===== config.mk =====
export PLATFORM = sky130hd
export DESIGN_NAME = half_single_float_converter
export DESIGN_NICKNAME = d
export VERILOG_FILES = /design/src/design/hsfc_pkg.sv /design/src/design/half_single_float_converter.sv /design/src/design/hsfc_decode.sv /design/src/design/hsfc_shift.sv
export VERILOG_INCLUDE_DIRS = /design/src /design/src/design
export SDC_FILE = /design/constraint.sdc
export NUM_CORES = 1
export LEC_CHECK = 0
export BUFFER_PORTS_ARGS = -buffer_cell sky130_fd_sc_hd__buf_2
export CAP_MARGIN = 20
export CORE_AREA = 2 2 159 161
export CTS_BUF_LIST = sky130_fd_sc_hd__clkbuf_16
export CTS_CLUSTER_SIZE = 25
export DETAILED_ROUTE_END_ITERATION = 16
export DIE_AREA = 0 0 161 163
export PLACE_DENSITY = 0.41
export SLEW_MARGIN = 20
export SYNTH_ARGS = -nofsm -noshare
export SYNTH_HDL_FRONTEND = slang
export SYNTH_SLANG_ARGS = --single-unit

===== constraint.sdc =====
create_clock -name clock -period 3.5 [get_ports clock]
set_clock_uncertainty 0.05 [all_clocks]
set_input_delay 0.35 -clock clock [delete_from_list [all_inputs] [get_ports clock]]
set_output_delay 0.35 -clock clock [all_outputs]
set_load 0.1 [all_outputs]

===== src/design/assert_macros.svh =====
// Assertion helper macros used by half_single_float_converter.
`ifndef ASSERT_MACROS_SVH
`define ASSERT_MACROS_SVH

// Assert a property on the rising clock edge, disabled during reset.
`define ASSERT_CLK(label, clk, rst, prop, msg) \
   label: assert property (@(posedge clk) disable iff (rst) (prop)) else $error(msg);

// Assert an implication on the rising clock edge, checked during reset too.
`define ASSERT_ALWAYS(label, clk, prop, msg) \
   label: assert property (@(posedge clk) (prop)) else $error(msg);

`endif


===== src/design/hsfc_pkg.sv =====
// ----------------------------------------------------------------------------
// hsfc_pkg
// Shared types and constants for the binary32 / binary16 converter.
// ----------------------------------------------------------------------------
package hsfc_pkg;

   localparam logic ACT_S2H = 1'b0;
   localparam logic ACT_H2S = 1'b1;

   // Stage 1 -> stage 2 payload
   typedef struct packed {
      logic        action;
      logic        sign;
      // single to half
      logic        s_zero;    // exp == 0
      logic        s_special; // exp == 255
      logic        s_nan;
      logic        s_ovf;
      logic        s_sub;     // half subnormal range
      logic        s_under;   // flush to zero
      logic [4:0]  s_sh;      // shift amount minus 14 (0..10)
      logic [4:0]  s_ne;      // normal half exponent
      logic [23:0] s_sig;
      // half to single
      logic [4:0]  h_exp;
      logic [9:0]  h_man;
   } st1_type;

   // Stage 2 -> stage 3 payload
   typedef struct packed {
      logic        action;
      logic        sign;
      logic [14:0] h_base;    // half result before rounding
      logic        h_rnd;     // round increment
      logic [31:0] s_res;     // single result, sign bit clear
   } st2_type;

endpackage


===== src/design/half_single_float_converter.sv =====
// Pipeline: three register stages (s1_ff, s2_ff, res_ff); rsp_valid rises
// when a request reaches res_ff.
// Throughput: one request per cycle; the pipeline advances whenever the
// output register is empty or being taken.
// Reset: synchronous active-high reset clears all stage valid bits.
// ----------------------------------------------------------------------------
// half_single_float_converter
// Three-stage binary32 / binary16 converter with valid and stall handshake.
// ----------------------------------------------------------------------------
`include "assert_macros.svh"
module half_single_float_converter (
   input  logic        clock,
   input  logic        reset,
   input  logic        req_valid,
   output logic        req_stall,
   input  logic        req_action,
   input  logic [31:0] req_operand,
   output logic        rsp_valid,
   input  logic        rsp_stall,
   output logic [31:0] rsp_converted
);
   hsfc_pkg::st1_type dec_w, s1_ff, s1_in;
   hsfc_pkg::st2_type sh_w, s2_ff, s2_in;
   logic v1_ff, v2_ff, v3_ff;
   logic [31:0] res_ff, res_in;
   logic adv3, adv2, adv1;
   logic [14:0] hsum;

   hsfc_decode u_dec (.action(req_action), .operand(req_operand), .dec(dec_w));
   hsfc_shift  u_sh  (.d(s1_ff), .q(sh_w));

   assign adv3 = !v3_ff || !rsp_stall;
   assign adv2 = !v2_ff || adv3;
   assign adv1 = !v1_ff || adv2;
   assign req_stall = !adv1;

   always_comb begin
      s1_in = dec_w;
      s2_in = sh_w;
      hsum  = s2_ff.h_base + 15'(s2_ff.h_rnd);
      if (s2_ff.action == hsfc_pkg::ACT_S2H) res_in = {16'd0, s2_ff.sign, hsum};
      else res_in = {s2_ff.sign, s2_ff.s_res[30:0]};
   end

   always_ff @(posedge clock) begin
      if (reset) begin
         v1_ff <= 1'b0;
         v2_ff <= 1'b0;
         v3_ff <= 1'b0;
      end else begin
         if (adv1) v1_ff <= req_valid;
         if (adv2) v2_ff <= v1_ff;
         if (adv3) v3_ff <= v2_ff;
      end
   end

   always_ff @(posedge clock) begin
      if (adv1) s1_ff <= s1_in;
      if (adv2) s2_ff <= s2_in;
      if (adv3) res_ff <= res_in;
   end

   assign rsp_valid     = v3_ff;
   assign rsp_converted = res_ff;

   `ASSERT_CLK(a_hold, clock, reset, rsp_valid && rsp_stall |=> rsp_valid && $stable(rsp_converted), "result lost under stall")
   `ASSERT_CLK(a_flow, clock, reset, !v3_ff |-> !req_stall, "stall with empty output")
   `ASSERT_ALWAYS(a_rst, clock, reset |=> !rsp_valid, "valid after reset")
endmodule


===== src/design/hsfc_decode.sv =====
// ----------------------------------------------------------------------------
// hsfc_decode
// Stage 1 logic: unpacks the operand and classifies the value.
// ----------------------------------------------------------------------------
module hsfc_decode (
   input  logic             action,
   input  logic [31:0]      operand,
   output hsfc_pkg::st1_type dec
);
   logic [7:0] exp8;
   logic [8:0] ne9; // exp - 112, signed 9-bit

   always_comb begin
      exp8 = operand[30:23];
      ne9  = {1'b0, exp8} - 9'd112;
      dec = '0;
      dec.action    = action;
      dec.sign      = (action == hsfc_pkg::ACT_S2H) ? operand[31] : operand[15];
      dec.s_zero    = (exp8 == 8'd0);
      dec.s_special = (exp8 == 8'hff);
      dec.s_nan     = (operand[22:0] != 23'd0);
      dec.s_ovf     = !ne9[8] && (ne9 >= 9'd31);
      dec.s_sub     = ne9[8] || (ne9 == 9'd0);
      // ne < -10 when exp < 102
      dec.s_under   = (exp8 < 8'd102);
      dec.s_sh      = 5'(9'd0 - ne9);  // -ne, valid for subnormal range
      dec.s_ne      = ne9[4:0];
      dec.s_sig     = {1'b1, operand[22:0]};
      dec.h_exp     = operand[14:10];
      dec.h_man     = operand[9:0];
   end
endmodule


===== src/design/hsfc_shift.sv =====
// ----------------------------------------------------------------------------
// hsfc_shift
// Stage 2 logic: alignment shift for half results, normalize for singles.
// ----------------------------------------------------------------------------
module hsfc_shift (
   input  hsfc_pkg::st1_type d,
   output hsfc_pkg::st2_type q
);
   logic [24:0] sh_val;
   logic [3:0]  p;
   logic [9:0]  nman;
   logic [7:0]  sexp;

   always_comb begin
      q = '0;
      q.action = d.action;
      q.sign   = d.sign;
      // single to half; shift = 14 + s_sh, round bit at shift-1
      sh_val = {d.s_sig, 1'b0} >> (5'd14 + d.s_sh);
      if (d.s_zero) begin
         q.h_base = '0;
      end else if (d.s_special) begin
         q.h_base = d.s_nan ? 15'h7e00 : 15'h7c00;
      end else if (d.s_ovf) begin
         q.h_base = 15'h7c00;
      end else if (d.s_sub) begin
         if (!d.s_under) begin
            q.h_base = sh_val[15:1];
            q.h_rnd  = sh_val[0];
         end
      end else begin
         q.h_base = {d.s_ne, d.s_sig[22:13]};
         q.h_rnd  = d.s_sig[12];
      end
      // half to single: leading one search over 10 bits
      p = 4'd0;
      for (int i = 0; i < 10; i++) begin
         if (d.h_man[i]) p = 4'(i);
      end
      nman = d.h_man << (4'd10 - p);
      sexp = 8'(p) + 8'd103;
      if (d.h_exp == 5'd31) begin
         q.s_res = {1'b0, 8'hff, d.h_man, 13'd0};
      end else if (d.h_exp == 5'd0) begin
         if (d.h_man == 10'd0) q.s_res = '0;
         else q.s_res = {1'b0, sexp, nman, 13'd0};
      end else begin
         q.s_res = {1'b0, 8'(d.h_exp) + 8'd112, d.h_man, 13'd0};
      end
   end
endmodule


# After elaboration in Yosys (flattened, before gate mapping)
# Index checks and enable logic that the tools add are counted.
# op_classes
n_addsub,7
magnitude_cmp,2
n_eq_ne,2
shift,2
muxes,19
bitwise,1
reduce_logical,18
# ops
operator,n
$mux W31,2
$mux W16,3
$mux W15,2
$shr A25 B5 Y16,1
$mux W23,1
$reduce_bool A23 Y1,1
$add A15 B1 Y15,1
$mux W3,4
$logic_not A10 Y1,1
$mux W10,1
$shl A10 B4 Y10,1
$ge A9 B5 Y1 const B,1
$logic_not A9 Y1,1
$sub A8 B7 Y9 const B,1
$add A4 B7 Y8 const B,1
$add A5 B7 Y8 const B,1
$eq A8 B8 Y1 const B,1
$logic_not A8 Y1,1
$lt A8 B7 Y1 const B,1
$mux W4,2
$logic_not A1 Y1,6
$add A4 B5 Y5 const A,1
$eq A5 B5 Y1 const B,1
$logic_not A5 Y1,1
other kinds (9),14
# word_totals
reg_bits,140
in_bits,37
output_inout_bits,34
word_cells,76

# Longest topological paths before layout
# depth
word_depth,14
depth_mapped,13
mapped_depth_nobuf,11

# Cells and area by module
# A second synthesis with hierarchy kept.
# unflattened
cells_unflattened,666
area_unflattened_um2,7845.0
# modules_own_cells
module,n_inst,cells_each,area_each_um2,seq_area_each_um2
half_single_float_converter,1,239,4813.4,4204.0
hsfc_shift,1,340,2402.3,0.0
hsfc_decode,1,87,629.4,0.0

# Worst setup path before layout
# OpenSTA, ideal clock, no wires.
# synth_timing
path_kind,register to output
start,register v3_ff (netlist: rsp_valid)
end,output req_stall
arrival_ns,2.950
required_ns,3.100
path_slack_ns,0.150
stages_incl_launch_ff,4
path_buffers,0
cell_sequence,dfxtp_1 -> and3_1 -> nand2_1 -> inv_1
# synth_via
elab_chain_len,5
# synth_lines
element,line_no,text
from (decl),half_single_float_converter.sv:24,"logic v1_ff, v2_ff, v3_ff;"
from (signal assigned),half_single_float_converter.sv:53,if (adv3) v3_ff <= v2_ff;
$logic_not A1 Y1,half_single_float_converter.sv:32,assign adv3 = !v3_ff || !rsp_stall;
$logic_or A1 B1 Y1,half_single_float_converter.sv:32,
$logic_or A1 B1 Y1,half_single_float_converter.sv:33,assign adv2 = !v2_ff || adv3;
$logic_or A1 B1 Y1,half_single_float_converter.sv:34,assign adv1 = !v1_ff || adv2;
$logic_not A1 Y1,half_single_float_converter.sv:35,assign req_stall = !adv1;
to (decl),half_single_float_converter.sv:15,"output logic req_stall,"
# Every way passes these cells.

==> out/qor.yml <==
status: "completed"
syn2layout_area_growth_pct: 15.00
tightest_slew_ps: 827.0
p_leak_nw: 2.903
cts_root_buffer: "clkbuf_16"
numCtsBuffers: 9
syn_area_um2: 6514
wirelength_mm: 16.25
cts_htree_levels: 3
use_met1_pct: 18.68
ir_drop_uv: 211.5
endpoint: "s2_ff[22]$_DFFE_PP_"
synth_edf_count: 106
crit_path_end_kind: "flip-flop"
fin_crit_ps: 3126
synth_area_leaders: "edfxtp_1 (49%), mux4_2 (5.5%), mux2i_1 (3.1%), nor2_1 (2.8%), ha_1 (2.1%)"
antenna_found_initial: 0
die_h_um: 163
synth_top_cell_area_share_pct: 48.87
clkLatencyLatePin_ps: 360
worstPathRequired_ps: 3570
fin_area_um2: 7491
grt_pass1_wl_mm: 25.82
synth_cell_types: 74
io_buffers: 70
crit_path_start_kind: "flip-flop"
rrSetupSlack_ps: 370
clk_pin_slew_ps: 80
fin_nets: 666
crit_type: "reg2reg"
grt_max_degree: 41
gp_congestion: 0.8180
synth_nets: 609
start_util_pct: 26.40
synth_warnings: 0
gr-usage-met2_pct: 18.51
drive_gt1_share_pct: 24.56
cp.arrival_ps: 3200
yosysSeqAreaShare_pct: 49.79
grt_pass1_vias: 4504
fill_cells: 2521
track_usage_pct: 12.65
holdBufCountCts: 0
stdcell_count: 953
dpl.hpwl_mm: 12.15
crit_path_cell_trace: "nor2b_1 > nor3_4 > o21ai_2 > inv_1 > ha_1 > inv_1 > o211ai_1 > a211oi_1 > a211oi_2 > o21ai_1 > a22o_1"
async_reset_ff_share_pct: 0
worst-path-max-fanout: 13
placed_cells: 937
place_area_um2: 7172
cp_num_cells: 11
max_stage_delay_ps: 610
diodes: 0
r2r_end: "s2_ff[22]$_DFFE_PP_"
hp-class: "in2reg"
power_density_nw_per_um2: 489.3
via_per_inst: 4.858
cts_sinks: 109
grt_setup_unrepaired: "no"
vias: 4630
yosys.area.top_type: "edfxtp_1"
grt_overflow_total: 0
slew_headroom_pct: 44.87
wl_per_cell_um: 17.05
die_w_um: 161
setup_viol: 0
final_core_util_pct: 30.36
postCtsSetupBuffers: 0
cts.repair.resized: 0
cp_common_cell: "inv_1"
cp_num_buf_inv: 2
startpoint: "s1_ff[8]$_DFFE_PN_"
r2r-start: "s1_ff[8]$_DFFE_PN_"
grtUsageMet3_pct: 2.368
drv_slew: 0
rr_worst_depth: 11
drv_cap: 0
route.detailed.drc: 0
syn_inst: 561
layout_worst_path_cycle_share_pct: 89.32
row_count: 58
cts_tree: "yes"
tns_ps: 0
globalRoute.busiestLayer: "met1"
synthFlopType: "edfxtp_1"
finalHoldViolations: 0
drt_first_pass_iters: 5
dieArea_um2: 26240
final_antenna_net_count: 0
drt_iter0_drc: 357
path_delay_family: "compound AO/OA/AOI/OAI gates"
timing.fmax_mhz: 319.9
clockBufferDepth: 2
synth.ff_latch_count: 109
slowest_stage: "edfxtp_1"
core-area_um2: 24670
io-pin-count: 71
synth_area_per_cell_um2: 11.61
==> area by class of cell <==
type | instances | area [um2] | area share, %
timing repair buffer | 87 | 478.0 | 6.380
tap | 330 | 412.9 | 5.512
inverter | 18 | 67.56 | 0.9020
sequential | 109 | 3243 | 43.29
clock buffer | 9 | 225.2 | 3.007
clock inverter | 7 | 86.33 | 1.152
multi-input combinational | 393 | 2978 | 39.75
==> cells in the final DEF, fill, tap and decap left out, types with 17 or more instances in the layout <==
cell and count:
a21oi_1 23, and2_1 17, buf_2 70, buf_4 17, edfxtp_1 106, inv_1 18, mux2i_1 20, nand2_1 34
nand3_1 20, nor2_1 49, o21ai_0 17
==> flip-flops by register name, indices dropped and copies added (netlist names) <==
register	flops
rsp_converted	31
rsp_valid	1
s1_ff	40
s2_ff	35
v1_ff	1
v2_ff	1
==> synth_stat cells, types with 11 or more instances <==
| master | number |
|---|---|
| mux2_2 | 11 |
| mux2i_1 | 20 |
| buf_2 | 13 |
| ha_1 | 11 |
| nor3_1 | 11 |
| o21ai_0 | 17 |
| o22ai_1 | 15 |
| xnor2_1 | 11 |
| and2_1 | 17 |
| mux4_2 | 16 |
| nor2_1 | 49 |
| nand3_1 | 20 |
| clkbuf_1 | 18 |
| a21oi_1 | 23 |
| inv_1 | 18 |
| nand2_1 | 35 |
| edfxtp_1 | 106 |
==> stage by stage <==
step | worst slack [ps] | hold WS (ps) | power [mW]
after floorplan | 150.4 | 350.3 | 2.377
after global placement | 444.8 | 351.4 | 2.599
after detailed placement | 376.9 | 359.3 | 2.595
after CTS | 378.0 | 109.9 | 3.695
after global routing | 104.6 | 114.5 | 3.830
final | 373.7 | 123.1 | 3.665
==> worst min-delay path by stage <==
stage,start,to,cells past startpoint
2_1_floorplan,s1_ff[55]$_DFFE_PN_,s2_ff[48]$_DFFE_PP_,0
3_3_place_gp,s1_ff[56]$_DFFE_PN_,s2_ff[49]$_DFFE_PP_,0
3_5_place_dp,s1_ff[55]$_DFFE_PN_,s2_ff[48]$_DFFE_PP_,0
4_1_cts,reset,v2_ff$_SDFFE_PP0P_,2
5_1_grt,reset,rsp_valid$_SDFFE_PP0P_,2
6_report,reset,rsp_valid$_SDFFE_PP0P_,2
==> metal layers <==
| metal | part of all wire [%] | routed length [um] |
|---|---|---|
| met1 | 51 | 8252 |
| met2 | 43 | 7018 |
| met3 | 4.7 | 761 |
| met4 | 1.3 | 219 |
| met5 | 0 | 0 |
==> kinds of logic after synthesis <==
logic type      synth area share [%]
simple gates                   15.02
fa+ha+maj                      2.113
flops                          49.79
compound gates                 13.08
xor+xnor                       2.824
mux                            12.52
buf+inv                        4.648
==> where the power goes <==
group          total, mW  internal, mW  switching (mW)
clock               1.10         0.574           0.524
combinational      0.942         0.312           0.630
sequential          1.62          1.55          0.0780
total               3.67          2.43            1.23
Power figures use the tool's default switching activity.
